`src/hw/rtl/mfqs_pkg.sv`:
```
// Package for the feedback-queue scheduler: widths, status codes, queue records.
// No dependencies.
`default_nettype none
package mfqs_pkg;
    localparam int DEF_LEVELS = 5;
    localparam int DEF_SLOTS = 64;
    localparam int NUM_QUANTA = 5;
    localparam int CFG_IDX_W = 3;
    localparam logic [2:0] ST_QUEUED = 3'd0;
    localparam logic [2:0] ST_DROPPED = 3'd1;
    localparam logic [2:0] ST_DEMOTED = 3'd2;
    localparam logic [2:0] ST_FINISHED = 3'd3;
    localparam logic [2:0] ST_IDLE = 3'd4;
    localparam logic OP_ARRIVE = 1'b0;
    localparam logic OP_DISPATCH = 1'b1;
    localparam logic [31:0] QUANTUM_RESET [NUM_QUANTA] =
        '{32'd500000, 32'd1000000, 32'd1500000, 32'd2000000, 32'd2500000};

    typedef struct packed {
        logic        opcode;
        logic [7:0]  job_id;
        logic [31:0] run_time;
        logic [31:0] deadline;
        logic [31:0] now;
    } cmd_t;

    typedef struct packed {
        logic [2:0]  status;
        logic [7:0]  served_id;
        logic [2:0]  served_level;
        logic [31:0] slice_length;
        logic [31:0] remaining_after;
        logic        met_deadline;
        logic [31:0] context_changes;
    } res_t;
endpackage
`default_nettype wire

```
`src/hw/rtl/mfqs_front.sv`:
```
// Front end: input queue stage that takes commands and holds them for the engine.
// Depends on mfqs_pkg.
`default_nettype none
module mfqs_front
    import mfqs_pkg::*;
(
    input  wire logic clk,
    input  wire logic rst_n,
    input  wire logic push,
    output logic      full,
    input  wire cmd_t cmd_in,
    output logic      cmd_valid,
    input  wire logic cmd_take,
    output cmd_t      cmd_out
);
    // Two-entry queue between front and back.
    cmd_t slot_reg [2];
    logic rd_ptr_reg, rd_ptr_next, wr_ptr_reg, wr_ptr_next;
    logic [1:0] cnt_reg, cnt_next;
    logic do_push, do_pop;

    assign full = (cnt_reg == 2'd2);
    assign cmd_valid = (cnt_reg != 2'd0);
    assign cmd_out = slot_reg[rd_ptr_reg];
    assign do_push = push && !full;
    assign do_pop = cmd_take && cmd_valid;

    always_comb
    begin
        rd_ptr_next = rd_ptr_reg ^ do_pop;
        wr_ptr_next = wr_ptr_reg ^ do_push;
        cnt_next = cnt_reg + {1'b0, do_push} - {1'b0, do_pop};
    end

    always_ff @(posedge clk)
    begin
        if (do_push)
        begin
            slot_reg[wr_ptr_reg] <= cmd_in;
        end
    end

    always_ff @(posedge clk or negedge rst_n)
    begin
        if (!rst_n)
        begin
            rd_ptr_reg <= 1'b0;
            wr_ptr_reg <= 1'b0;
            cnt_reg <= 2'd0;
        end
        else
        begin
            rd_ptr_reg <= rd_ptr_next;
            wr_ptr_reg <= wr_ptr_next;
            cnt_reg <= cnt_next;
        end
    end
endmodule
`default_nettype wire

```
`config.mk`:
```
export PLATFORM = sky130hd
export DESIGN_NAME = mfqs_front
export DESIGN_NICKNAME = d
export VERILOG_FILES = /design/src/hw/rtl/mfqs_pkg.sv /design/src/hw/rtl/mfqs_front.sv
export SDC_FILE = /design/constraint.sdc
export NUM_CORES = 1
export LEC_CHECK = 0
export BUFFER_PORTS_ARGS = -buffer_cell sky130_fd_sc_hd__buf_2
export CORE_UTILIZATION = 40
export CTS_BUF_LIST = sky130_fd_sc_hd__clkbuf_8
export CTS_CLUSTER_DIAMETER = 50
export DETAILED_ROUTE_END_ITERATION = 12
export SYNTH_ARGS = -nofsm -noshare
export SYNTH_HDL_FRONTEND = slang
export SYNTH_SLANG_ARGS = --single-unit
```
`constraint.sdc`:
```
create_clock -name clk -period 5.3 [get_ports clk]
set_input_delay 0.795 -clock clk [delete_from_list [all_inputs] [get_ports clk]]
set_output_delay 0.795 -clock clk [all_outputs]
set_load 0.03 [all_outputs]
```
Word-level counts from Yosys, hierarchy flattened
Memories as Yosys holds them, arrays and structs flattened.
Index checks and enable logic that the tools add are counted.
- flip-flop bits (word level): 4
- latch bits: 0
- bits in writable memories: 210
- bits in read-only memories: 0
- logic and storage cells: 15
- memories kept: 1
- memory list (memory ; words ; width ; rd ports ; clocked after memory_dff ; write ports ; line ; source):
    slot_reg ; 2 ; 105 ; 1 ; 0 ; 1 ; mfqs_front.sv:17 ; cmd_t slot_reg [2];
- add/sub/neg operators: 2
- $mul: 0
- divide/modulo/power cells: 0
- $lt $le $gt $ge: 0
- equality and inequality tests: 1
- shift operators: 0
- multiplexer cells: 2
- bitwise logic cells: 2
- reduce and logical (&&, ||, !) cells: 4
- operators with widths (cell ; count):
    adder 2 x 1 -> 2 bit ; 1
    equality test 2 bit (second input constant) ; 1
    logical AND 1 bit ; 2
    two-way mux 1 bit ; 2
    nonzero test 2 bit ; 1
    subtractor 2 x 1 -> 2 bit ; 1
    XOR 1 bit ; 2
    logical NOT 1 bit ; 1

Logic depth before layout (Yosys ltp)
Gate-level depths: netlist (run 1).
- depth in word-level cells: 5
- mapped depth: 7
- mapped depth without buffers: 7

Worst setup path after synthesis (run 1)
OpenSTA, ideal clock, no wires.
- path type: in2reg
- from: input push
- to: memory slot_reg[1][0] (netlist bit), enable pin
- library setup time: 0.476 ns
- arrival: 3.409 ns
- data required time: 4.824 ns
- slack: 1.415 ns
- stages: 2
- path buffers: 0
- cells stage by stage: and2_1 -> ha_1
- word-level cells in the longest chain between the ends: 3
- ends and longest elaborated chain (element ; line ; source):
    start: declaration ; mfqs_front.sv:9 ; input wire logic push,
    logical AND 1 bit ; mfqs_front.sv:25 ; assign do_push = push && !full;
    two-way mux 1 bit ; mfqs_front.sv:37 ; if (do_push)
    two-way mux 1 bit (implied by the code) ; mfqs_front.sv:39 ; slot_reg[wr_ptr_reg] <= cmd_in;
    end: declaration ; mfqs_front.sv:17 ;
No other way between the ends.

==> metrics.log, run 1 <==
INFO  metric max_stage_delay = 1.07 ns
INFO  metric p_switching = 2.13 mW
INFO  metric postCtsHoldBufs = 0
INFO  metric cts.clk_slew.worst_paths = 0.06 ns
INFO  metric synth-seq-cells = 214
INFO  metric initial_utilization = 40.9%
INFO  metric synth_fp_nets = 460
INFO  metric gr-total-overflow = 0
INFO  metric max-slew-margin-rel = 25.9%
INFO  metric drt_pass_1_iters = 4
INFO  metric tritoncts = built
INFO  metric core_region_area = 19500 µm²
INFO  metric clock_insertion_delay_worst_skew = 0.50 ns
INFO  metric critPathArrivalTime = 2.70 ns
INFO  metric outcome = finished, final reports clean
INFO  metric io-pin-count = 216
INFO  metric final_max_slew_viol_count = 0
INFO  metric chipHeight = 143 µm
INFO  metric rsz0062_at_grt = false
INFO  metric postSynthAreaPerCell = 22.9 µm²
INFO  metric irDropWorstVdd = 0.000352 V
INFO  metric wire_length_of_the_first_global_routing_pass = 21700 µm
INFO  metric ctsLongestPathBuffers = 3
INFO  metric route.antenna.remaining_nets = 0
INFO  metric synth_warn = 0
INFO  metric largest_register_ff_count = 210
INFO  metric finalSetupViolCount = 0
INFO  metric final.setup_skew = 0.0137 ns
INFO  metric grt_use_met2 = 23.2%
INFO  metric gp_congestion = 0.724
INFO  metric synth-async-reset-ratio = 1.87%
INFO  metric synth_enable_flop_cells = 210
INFO  metric p_int = 3.81 mW
INFO  metric seq_power_share = 42.4%
INFO  metric antenna_violations_before_repair = 5
INFO  metric drt_drc_violations_left = 0
INFO  metric finish.net_count = 705
INFO  metric critPathLaunchType = flop
INFO  metric grtUsageMet1 = 16.6%
INFO  metric power_frac_clock = 21.6%
INFO  metric cts_root_buffer = sky130_fd_sc_hd__clkbuf_8
INFO  metric place_area = 9330 µm²
INFO  metric post_cts_resize_count = 0
INFO  metric tritoncts_num_sinks = 214
INFO  metric final_layout_size_suffix_gt1_share = 60.3%
INFO  metric syn-cell-area = 7960 µm²
INFO  metric grt_max_degree = 76
INFO  metric finalWorstPathRequiredPeriod = 3.49 ns
INFO  metric seq_area_frac_synth = 80.5%
INFO  metric class_of_the_most_critical_hold_timing_path = primary input to asynchronous set/reset pin
INFO  metric vias = 4026
INFO  metric synthDistinctLibCells = 15
INFO  metric timing.final.crit_share = 65.9%
INFO  metric tightest_slew = 1.11 ns
INFO  metric groute.layer.met3.usage = 5.87%
INFO  metric syn2layout_area_growth = 25.2%
INFO  metric cp.required = 4.51 ns
INFO  metric htree_num_levels = 2
INFO  metric yosysTopAreaCell = sky130_fd_sc_hd__edfxtp_1
INFO  metric synthDominantCellAreaShare = 79.2%
INFO  metric p_comb_share = 36.0%
INFO  metric post-cts-setup-buffers = 0
INFO  metric yosys-top-cells-area = sky130_fd_sc_hd__edfxtp_1, sky130_fd_sc_hd__mux2_2, sky130_fd_sc_hd__mux2_4, sky130_fd_sc_hd__dfrtp_1, sky130_fd_sc_hd__buf_6
INFO  metric grt_pass1_vias = 4181
INFO  metric critical_path_peak_fanout = 66
INFO  metric grt_use_total = 14.4%
INFO  metric drtIter0Drc = 166
INFO  metric chipWidth = 143 µm
INFO  metric power.leakage = 3.90 nW
INFO  metric drv_cap = 0
INFO  metric final_hold_viol_count = 0
INFO  metric vias_per_cell = 4.56
INFO  metric cp_cell_sequence = buf_4 -> mux2_2 -> buf_2
INFO  metric grt_busiest_layer = met2
INFO  metric count_leader_synth = sky130_fd_sc_hd__edfxtp_1
INFO  metric netlist_top_cells_count = sky130_fd_sc_hd__edfxtp_1, sky130_fd_sc_hd__mux2_2, sky130_fd_sc_hd__mux2_4
INFO  metric worst_setup_path_end_kind = output pin
INFO  metric totalWireLength = 15000 µm
INFO  metric port-buffer-count = 215
INFO  metric dp_hpwl = 9660 µm
INFO  metric ys.flop_type = sky130_fd_sc_hd__edfxtp_1
INFO  metric p_per_area = 596 nW/µm²
INFO  metric timing.setup.tns = 0 ns
INFO  metric post_drt_wl_per_cell = 17.0 µm
INFO  metric post_synth_inst_count = 347
INFO  metric kind_of_critical_path = flop to output pin
INFO  metric num_rows = 51
INFO  metric netSwitchingFraction = 35.8%
INFO  metric dieArea = 20500 µm²
INFO  metric max_clock_freq = 286 MHz
INFO  metric post_route_cell_area = 9970 µm²
INFO  metric cp_slowest_cell = sky130_fd_sc_hd__dfrtp_4
INFO  metric cts_bufs_inserted = 36
==> layout make-up <==
class / instances / area (µm²)
fill: 1634 / 9500
sequential: 214 / 6410
multi-input combinational: 117 / 1460
timing repair buffer: 219 / 1110
clock buffer: 37 / 509
tap: 265 / 332
clock inverter: 24 / 123
inverter: 4 / 15.0
antenna: 3 / 7.51
==> cells in the final DEF (no fill, tap or decap) <==
master	netlist	routed
sky130_fd_sc_hd__and2_1	1	1
sky130_fd_sc_hd__clkbuf_8	0	37
sky130_fd_sc_hd__buf_4	0	4
sky130_fd_sc_hd__dfrtp_1	4	3
sky130_fd_sc_hd__bufinv_16	0	1
sky130_fd_sc_hd__inv_1	4	17
sky130_fd_sc_hd__clkinv_2	0	5
sky130_fd_sc_hd__clkinv_1	0	5
sky130_fd_sc_hd__nand2_1	1	1
sky130_fd_sc_hd__dfrtp_4	0	1
sky130_fd_sc_hd__diode_2	0	3
sky130_fd_sc_hd__xnor2_1	2	2
sky130_fd_sc_hd__ha_1	4	2
sky130_fd_sc_hd__o21a_1	1	1
sky130_fd_sc_hd__or2_2	1	1
sky130_fd_sc_hd__xor2_1	1	1
sky130_fd_sc_hd__mux2_2	65	65
sky130_fd_sc_hd__buf_2	6	215
sky130_fd_sc_hd__mux2_4	40	40
sky130_fd_sc_hd__ha_4	0	2
sky130_fd_sc_hd__edfxtp_1	210	210
sky130_fd_sc_hd__nand2b_1	1	1
==> path summary, 6_finish.rpt <==
check | depth (start not counted) | startpoint | endpoint | slack, ns
worst max-delay path | 3 | rd_ptr_reg$_DFF_PN0_ | cmd_out[40] | 1.81
worst min-delay path | 1 | rst_n | cnt_reg[0]$_DFF_PN0_ | 0.09
min in group clk | 1 | cmd_in[53] | slot_reg[0][53]$_DFFE_PP_ | 0.48
worst max register to register | 4 | cnt_reg[0]$_DFF_PN0_ | slot_reg[0][21]$_DFFE_PP_ | 2.63
max in group asynchronous | 1 | rst_n | rd_ptr_reg$_DFF_PN0_ | 5.06
worst min register to register | 1 | cnt_reg[1]$_DFF_PN0_ | cnt_reg[1]$_DFF_PN0_ | 0.52
==> per-layer routing <==
| layer | wire length, µm | vias to the layer above |
|---|---|---|
| met5 | 21 | - |
| li1 | - | 1872 |
| met2 | 7050 | 171 |
| met3 | 1440 | 32 |
| met1 | 6080 | 1947 |
| met4 | 427 | 4 |
==> worst max-delay path: cells and delay by family, from the launching register on <==
kind	cells	cell delay (ns)
buffers and inverters	2	0.67
DFF	1	1.07
muxes	1	0.39
==> power by group through the flow <==
stage,logic (mW),clock network [mW],registers [mW]
2_1_floorplan,1.73,0,2.45
3_3_place_gp,2.14,0,2.54
3_5_place_dp,2.17,0,2.56
4_1_cts,2.17,1.34,2.53
5_1_grt,2.26,1.41,2.56
6_report,2.14,1.28,2.52
==> logic make-up (layout without fill, tap and decap cells) <==
family	Yosys count	in the layout	synth area share [%]
mux	105	105	16.7
fa+ha+maj	4	4	0.629
flops	214	214	80.5
other cells	0	3	0
buf+inv	16	284	1.41
simple gates	4	4	0.283
compound gates	1	1	0.0944
xor+xnor	3	3	0.330
==> per-stage QoR <==
step	hold slack (ns)	setup WS [ns]	instances	utilization (%)	power [mW]
finish	0.0929	1.81	883	51.2	5.94
global route	0.0580	1.64	882	51.2	6.23
CTS	0.0540	1.72	880	51.2	6.04
detailed placement	0.526	2.27	819	47.9	4.73
global placement	0.499	2.31	819	47.9	4.68
floorplan	0.481	1.41	347	-	4.18
(Power assumes the default switching activity.)
==> run 2: changes to the inputs <==
Settings changed: PLACE_DENSITY set to 0.66.
Clock period 5.3 ns to 2.96 ns, I/O delays scaled along.
==> run 2 against run 1 <==
Net effect:
- sequential power is 71% higher
- hold slack improved by 0.033 ns
- critical path depth did not move
- global-route usage is 0.69 points lower
- non-clock buffer count increased by 3
- total power is 83% higher
- combinational power up 89%
- clock-buffer cell count grew 5
- critical path type unchanged
- first-iteration DRC count up 0.60%
- register-to-register slack worse by 1.6 ns
==> metrics.log, run 2 (synthesized netlist as in run 1, its figures left out) <==
INFO  metric drt_pass_1_iters = 4 (unchanged)
INFO  metric finalWorstPathRequiredPeriod = 2.33 ns
INFO  metric class_of_the_most_critical_hold_timing_path = primary input to flop
INFO  metric final.setup_skew = 0.0122 ns (-0.00145 ns)
INFO  metric grt_max_degree = 55 (-28%)
INFO  metric irDropWorstVdd = 0.000628 V (+79%)
INFO  metric kind_of_critical_path = flop to output pin
INFO  metric vias = 4042 (+0.40%)
INFO  metric route.antenna.remaining_nets = 0 (unchanged)
INFO  metric finalSetupViolCount = 0 (unchanged)
INFO  metric outcome = finished, final reports clean
INFO  metric initial_utilization = 40.9% (unchanged)
INFO  metric rsz0062_at_grt = false
INFO  metric tritoncts = built
INFO  metric tritoncts_num_sinks = 214 (unchanged)
INFO  metric design_power_total = 10.9 mW (+83%)
INFO  metric totalWireLength = 14400 µm (-3.9%)
INFO  metric finish.net_count = 709 (+0.57%)
INFO  metric p_per_area = 1080 nW/µm² (+80%)
INFO  metric io-pin-count = 216 (unchanged)
INFO  metric grt_pass1_vias = 4244 (+1.5%)
INFO  metric cp_cell_sequence = buf_12 -> mux2_2 -> buf_2
INFO  metric place_area = 9380 µm² (+0.56%)
INFO  metric syn2layout_area_growth = 26.9%
INFO  metric cts.clk_slew.worst_paths = 0.06 ns (about the same)
INFO  metric hold_slack = 0.126 ns (+0.0333 ns)
INFO  metric max_clock_freq = 429 MHz
INFO  metric final_core_util = 51.9% (+0.70 points)
INFO  metric gr-total-overflow = 0 (unchanged)
INFO  metric critPathArrivalTime = 1.89 ns (-0.81 ns)
INFO  metric fin_cells = 888 (+0.57%)
INFO  metric chipWidth = 143 µm (unchanged)
INFO  metric power.leakage = 3.93 nW (+0.97%)
INFO  metric final_hold_viol_count = 0 (unchanged)
INFO  metric port-buffer-count = 215 (unchanged)
INFO  metric grt_use_total = 13.7% (-0.69 points)
INFO  metric timing.final.crit_share = 78.7%
INFO  metric final_max_slew_viol_count = 0 (unchanged)
INFO  metric num-fill-cells = 1624 (-0.61%)
INFO  metric timing.setup.tns = 0 ns (unchanged)
INFO  metric chipHeight = 143 µm (unchanged)
INFO  metric critPathLaunchType = flop
INFO  metric core_region_area = 19500 µm² (unchanged)
INFO  metric drtIter0Drc = 167 (+0.60%)
INFO  metric worst_setup_path_end_kind = output pin
INFO  metric htree_num_levels = 2 (unchanged)
INFO  metric largest_register_ff_count = 210 (unchanged)
INFO  metric cp.required = 2.52 ns (-1.99 ns)
INFO  metric layout.area.seq = 6410 µm² (unchanged)
INFO  metric max-slew-margin-rel = 51.2% (+25 points)
INFO  metric most_common_cell_after_layout_fill_and_taps_aside = sky130_fd_sc_hd__buf_2
INFO  metric cts_root_buffer = sky130_fd_sc_hd__clkbuf_8
INFO  metric num_rows = 51 (unchanged)
INFO  metric drv_cap = 0 (unchanged)
INFO  metric clock_insertion_delay_worst_skew = 0.50 ns (about the same)
INFO  metric dieArea = 20500 µm² (unchanged)
INFO  metric postLayoutSetupSlackWorst = 0.629 ns (-1.18 ns)
INFO  metric antenna_violations_before_repair = 2 (-3)
INFO  metric multiInputGateArea = 1460 µm² (unchanged)
INFO  metric final_layout_size_suffix_gt1_share = 61.4% (+1.1 points)
INFO  metric final_cell_mix = sky130_fd_sc_hd__buf_2, sky130_fd_sc_hd__edfxtp_1, sky130_fd_sc_hd__mux2_2, sky130_fd_sc_hd__clkbuf_8, sky130_fd_sc_hd__mux2_4
INFO  metric numPlacedInstances = 821 (+0.24%)
INFO  metric critical_path_peak_fanout = 53 (-20%)
INFO  metric wire_length_of_the_first_global_routing_pass = 21200 µm (-2.4%)
INFO  metric dp_worst_setup_slack = 0.957 ns (-1.31 ns)
INFO  metric cp_slowest_cell = sky130_fd_sc_hd__dfrtp_4
INFO  metric ctsLongestPathBuffers = 3 (unchanged)
INFO  metric gp_congestion = 0.682 (-5.8%)
INFO  metric post-cts-setup-buffers = 0 (unchanged)
INFO  metric cts_bufs_inserted = 37 (+2.8%)
INFO  metric vias_per_cell = 4.55 (-0.17%)
INFO  metric dp_hpwl = 9360 µm (-3.2%)
INFO  metric drt_drc_violations_left = 0 (unchanged)
INFO  metric post_route_cell_area = 10100 µm² (+1.4%)
INFO  metric max_stage_delay = 0.44 ns (-0.63 ns)
INFO  metric post_drt_wl_per_cell = 16.3 µm (-4.5%)
INFO  metric tightest_slew = 0.731 ns (-0.380 ns)
run 2: cell count changes in the layout (fill, tap and decap cells not counted):
cell,delta
sky130_fd_sc_hd__clkinv_2,+1
sky130_fd_sc_hd__buf_4,-1
sky130_fd_sc_hd__clkbuf_8,+5
sky130_fd_sc_hd__inv_6,+1
sky130_fd_sc_hd__inv_1,-7
sky130_fd_sc_hd__buf_12,+3
sky130_fd_sc_hd__diode_2,-2
sky130_fd_sc_hd__clkinvlp_4,+2
sky130_fd_sc_hd__clkinv_1,+2
sky130_fd_sc_hd__dlygate4sd3_1,+1
run 2: final timing paths:
path                            slack, ns  depth (start not counted)                 start                   endpoint
worst max-delay path                 0.63                          3  rd_ptr_reg$_DFF_PN0_                 cmd_out[5]
worst min-delay path                 0.13                          1            cmd_in[65]  slot_reg[1][65]$_DFFE_PP_
worst max register to register       1.00                          4  cnt_reg[0]$_DFF_PN0_  slot_reg[1][86]$_DFFE_PP_
worst min register to register       0.52                          1  cnt_reg[1]$_DFF_PN0_       cnt_reg[1]$_DFF_PN0_
max in group asynchronous            2.49                          2                 rst_n       rd_ptr_reg$_DFF_PN0_
min in group asynchronous            0.31                          2                 rst_n       cnt_reg[1]$_DFF_PN0_
run 2: layout make-up:
class | count | share of cell area (%)
timing repair buffer | 222 | 11.6
tap | 265 | 3.28
inverter | 4 | 0.149
antenna | 1 | 0.0248
multi-input combinational | 117 | 14.5
sequential | 214 | 63.5
clock buffer | 42 | 5.72
clock inverter | 23 | 1.31
run 2: report_power, final:
part	internal, mW	switching (mW)
clock	1.39	1.11
combinational	1.47	2.58
sequential	4.15	0.161
run 2: critical path, delay by kind of cell (launching register included):
family	cells	cell delay [ns]
flip-flops	1	0.44
buffers and inverters	2	0.47
multiplexers	1	0.41
run 2: repair_timing:
item / in CTS / in global routing
endpoints found under the hold margin: 4 / 0
hold buffers: 1 / 0
gates resized for setup: 0 / 0
run 2: metal layers:
layer  vias to the layer above  GRT usage, %  wire (µm)
li1                       1882             -          -
met1                      1959          15.4       5670
met2                       167          23.2       7020
met3                        32          5.26       1370
met4                         2          5.72        362
met5                         -             0         12
==> run 3: changes to the inputs <==
Settings changed: ABC_AREA set to 1, PLACE_DENSITY 0.66 to unset.
Clock period 2.96 ns to 2.2 ns, I/O delays scaled along.
==> run 3 against run 2 <==
Net effect:
- area after synthesis decreased by 0.86%
- total power up 41%
- die area down 0.85%
- sequential share of layout area decreased by 5.8 points
- register-to-register slack got worse by 0.45 ns
- largest cell class unchanged
- clock power up 26%
- largest power group is now combinational logic
- non-clock buffer count up 111
- critical path type unchanged
- clock skew up 0.0089 ns
==> metrics.log, run 3 <==
INFO  metric seq_area_frac_synth = 81.2% (+0.70 points)
INFO  metric class_of_the_most_critical_hold_timing_path = primary input to flop
INFO  metric max-slew-margin-rel = 77.0% (+26 points)
INFO  metric grt_use_total = 17.4% (+3.8 points)
INFO  metric tritoncts_num_sinks = 214 (unchanged)
INFO  metric critPathTopFamily = flip-flops
INFO  metric critPathLaunchType = flop
INFO  metric totalWireLength = 18100 µm (+25%)
INFO  metric rsz0062_at_grt = true
INFO  metric finalSetupViolCount = 0 (unchanged)
INFO  metric critical_path_peak_fanout = 28 (-47%)
INFO  metric tightest_slew = 0.344 ns (-0.387 ns)
INFO  metric syn-cell-area = 7890 µm² (-0.86%)
INFO  metric dieArea = 20300 µm² (-0.85%)
INFO  metric gp_congestion = 0.780 (+14%)
INFO  metric core_region_area = 19000 µm² (-2.3%)
INFO  metric cts_bufs_inserted = 38 (+2.7%)
INFO  metric netlist_top_cells_count = sky130_fd_sc_hd__nand2_1, sky130_fd_sc_hd__edfxtp_1, sky130_fd_sc_hd__buf_2
INFO  metric count_leader_synth = sky130_fd_sc_hd__nand2_1
INFO  metric critical_path.n_buffers_inverters = 3 (+1)
INFO  metric grt_pass1_vias = 5702 (+34%)
INFO  metric cp_cell_sequence = inv_12 -> buf_12 -> nand2_1 -> nand2_1 -> buf_2
INFO  metric cp.required = 1.87 ns (-0.65 ns)
INFO  metric syn2layout_area_growth = 40.8%
INFO  metric kind_of_critical_path = flop to output pin
INFO  metric max_stage_delay = 0.58 ns (+0.14 ns)
INFO  metric final_hold_viol_count = 0 (unchanged)
INFO  metric finalWorstPathRequiredPeriod = 2.09 ns
INFO  metric critPathArrivalTime = 1.76 ns (-0.13 ns)
INFO  metric synth-seq-cells = 214 (unchanged)
INFO  metric synthDistinctLibCells = 12 (-3)
INFO  metric initial_utilization = 41.5% (+0.59 points)
INFO  metric vias = 5449 (+35%)
INFO  metric final_cell_mix = sky130_fd_sc_hd__nand2_1, sky130_fd_sc_hd__buf_2, sky130_fd_sc_hd__edfxtp_1, sky130_fd_sc_hd__dlygate4sd3_1, sky130_fd_sc_hd__clkbuf_8
INFO  metric drt_drc_violations_left = 0 (unchanged)
INFO  metric numPlacedInstances = 1040 (+27%)
INFO  metric irDropWorstVdd = 0.000798 V (+27%)
INFO  metric cp_slowest_cell = sky130_fd_sc_hd__dfrtp_4
INFO  metric drt_pass_1_iters = 7 (+3)
INFO  metric dp_hpwl = 10500 µm (+12%)
INFO  metric synthDominantCellAreaShare = 79.9% (+0.69 points)
INFO  metric final_layout_size_suffix_gt1_share = 29.6% (-32 points)
INFO  metric clock_insertion_delay_worst_skew = 0.50 ns (about the same)
INFO  metric htree_num_levels = 2 (unchanged)
INFO  metric worst_setup_path_end_kind = output pin
INFO  metric final.setup_skew = 0.0211 ns (+0.00888 ns)
INFO  metric port-buffer-count = 215 (unchanged)
INFO  metric drv_cap = 0 (unchanged)
INFO  metric timing.setup.tns = 0 ns (unchanged)
INFO  metric chipHeight = 142 µm (-0.43%)
INFO  metric grt_max_degree = 65 (+18%)
INFO  metric synth_fp_nets = 692 (+50%)
INFO  metric power.leakage = 4.84 nW (+23%)
INFO  metric yosys-top-cells-area = sky130_fd_sc_hd__edfxtp_1, sky130_fd_sc_hd__nand2_1, sky130_fd_sc_hd__dfrtp_1, sky130_fd_sc_hd__buf_2, sky130_fd_sc_hd__buf_6
INFO  metric layout.area.seq = 6410 µm² (unchanged)
INFO  metric route.antenna.remaining_nets = 0 (unchanged)
INFO  metric tritoncts = built
INFO  metric p_per_area = 1380 nW/µm² (+29%)
INFO  metric drtIter0Drc = 254 (+52%)
INFO  metric gr-total-overflow = 0 (unchanged)
INFO  metric largest_register_ff_count = 210 (unchanged)
INFO  metric synth-async-reset-ratio = 1.87% (unchanged)
INFO  metric multiInputGateArea = 1310 µm² (-11%)
INFO  metric final_max_slew_viol_count = 0 (unchanged)
INFO  metric vias_per_cell = 4.49 (-1.4%)
INFO  metric yosysTopAreaCell = sky130_fd_sc_hd__edfxtp_1
INFO  metric num_rows = 50 (-2.0%)
INFO  metric outcome = finished, final reports clean
INFO  metric timing.final.crit_share = 95.0%
INFO  metric antenna_violations_before_repair = 0 (-2)
INFO  metric rrSetupSlack = 0.55 ns (-0.45 ns)
INFO  metric max_clock_freq = 479 MHz
INFO  metric cts.clk_slew.worst_paths = 0.06 ns (about the same)
INFO  metric fin_cells = 1214 (+37%)
INFO  metric cts_root_buffer = sky130_fd_sc_hd__clkbuf_8
INFO  metric crit_top_cell = sky130_fd_sc_hd__nand2_1
INFO  metric synth_warn = 0 (unchanged)
INFO  metric io-pin-count = 216 (unchanged)
INFO  metric post_drt_wl_per_cell = 14.9 µm (-8.2%)
INFO  metric finish.net_count = 1043 (+47%)
INFO  metric chipWidth = 142 µm (-0.43%)
INFO  metric synth_enable_flop_cells = 210 (unchanged)
INFO  metric antenna_cells = 0 (-1)
INFO  metric hold_slack = 0.0416 ns (-0.0846 ns)
INFO  metric postSynthAreaPerCell = 13.6 µm² (-41%)
INFO  metric ys.flop_type = sky130_fd_sc_hd__edfxtp_1
INFO  metric post_synth_inst_count = 579 (+67%)
INFO  metric wire_length_of_the_first_global_routing_pass = 27300 µm (+29%)
INFO  metric num-fill-cells = 1599 (-1.5%)
INFO  metric ctsLongestPathBuffers = 3 (unchanged)
INFO  metric most_common_cell_after_layout_fill_and_taps_aside = sky130_fd_sc_hd__nand2_1
[run 3: changes by cell type after synthesis, moves of 2 or more]
cell / previous run / this run
sky130_fd_sc_hd__nand3_1: 0 / 2
sky130_fd_sc_hd__mux2_4: 40 / 0
sky130_fd_sc_hd__inv_1: 4 / 9
sky130_fd_sc_hd__buf_2: 6 / 15
sky130_fd_sc_hd__xnor2_1: 2 / 0
sky130_fd_sc_hd__mux2_2: 65 / 0
sky130_fd_sc_hd__buf_4: 0 / 2
sky130_fd_sc_hd__nand2_1: 1 / 324
[run 3: stage by stage]
step	worst slack, ns	util (%)	instance area, µm²	power, mW
floorplan	-0.259	-	7890	9.99
global placement	0.421	49.1	9330	11.8
detailed placement	0.402	49.1	9330	11.9
CTS	0.0104	57.8	11000	15.3
global route	-0.00179	58.4	11100	16.2
finish	0.111	58.4	11100	15.4
[run 3: power breakdown]
group | total [mW] | leakage (nW) | internal [mW] | switching, mW
sequential | 5.84 | 2.00 | 5.58 | 0.268
combinational | 6.36 | 2.47 | 1.81 | 4.55
clock | 3.16 | 0.370 | 1.70 | 1.46
total | 15.4 | 4.84 | 9.09 | 6.28
[run 3: path summary, 6_finish.rpt]
check,start,end,cells past startpoint
max,rd_ptr_reg$_DFF_PN0_,cmd_out[88],5
min,cmd_in[9],slot_reg[0][9]$_DFFE_PP_,1
max reg2reg,cnt_reg[1]$_DFF_PN0_,slot_reg[0][23]$_DFFE_PP_,5
min reg2reg,cnt_reg[0]$_DFF_PN0_,cnt_reg[0]$_DFF_PN0_,1
max in group asynchronous,rst_n,rd_ptr_reg$_DFF_PN0_,2
min in group asynchronous,rst_n,cnt_reg[0]$_DFF_PN0_,2
[run 3: logic make-up (layout without fill, tap and decap cells)]
kind of cell,count (synthesis),after routing,synth area share [%]
flops,214,214,81.2
compound gates,1,1,0.0634
simple gates,327,327,15.6
buf+inv,33,408,2.51
fa+ha+maj,4,4,0.634
[run 3: repair_timing]
item / 4_1_cts / 5_1_grt
pin swaps: 0 / 0
hold buffers: 99 / 0
cloned: 0 / 2
endpoints found under the hold margin: 197 / 0
setup buffers: 1 / 8
endpoints found under the setup margin: 90 / 79
resized for setup: 4 / 4
[run 3: final cells by class]
class / instances / area share [%]
flip-flops and latches: 214 / 57.7
repair buffers: 333 / 21.1
multi-input cells: 332 / 11.8
clock buffers: 41 / 5.08
well taps: 260 / 2.93
clock inverters: 23 / 0.833
inverters: 10 / 0.451
repair inverters: 1 / 0.0788
[run 3: layer usage]
layer | share of wire (%) | GRT usage [%] | vias up | wire length, µm
met3 | 8.2 | 4.85 | 19 | 1490
met1 | 42 | 21.0 | 2551 | 7620
met2 | 49 | 30.1 | 217 | 8800
met4 | 1.1 | 5.72 | 0 | 195
li1 | - | - | 2662 | -
met5 | 0 | 0 | - | 0
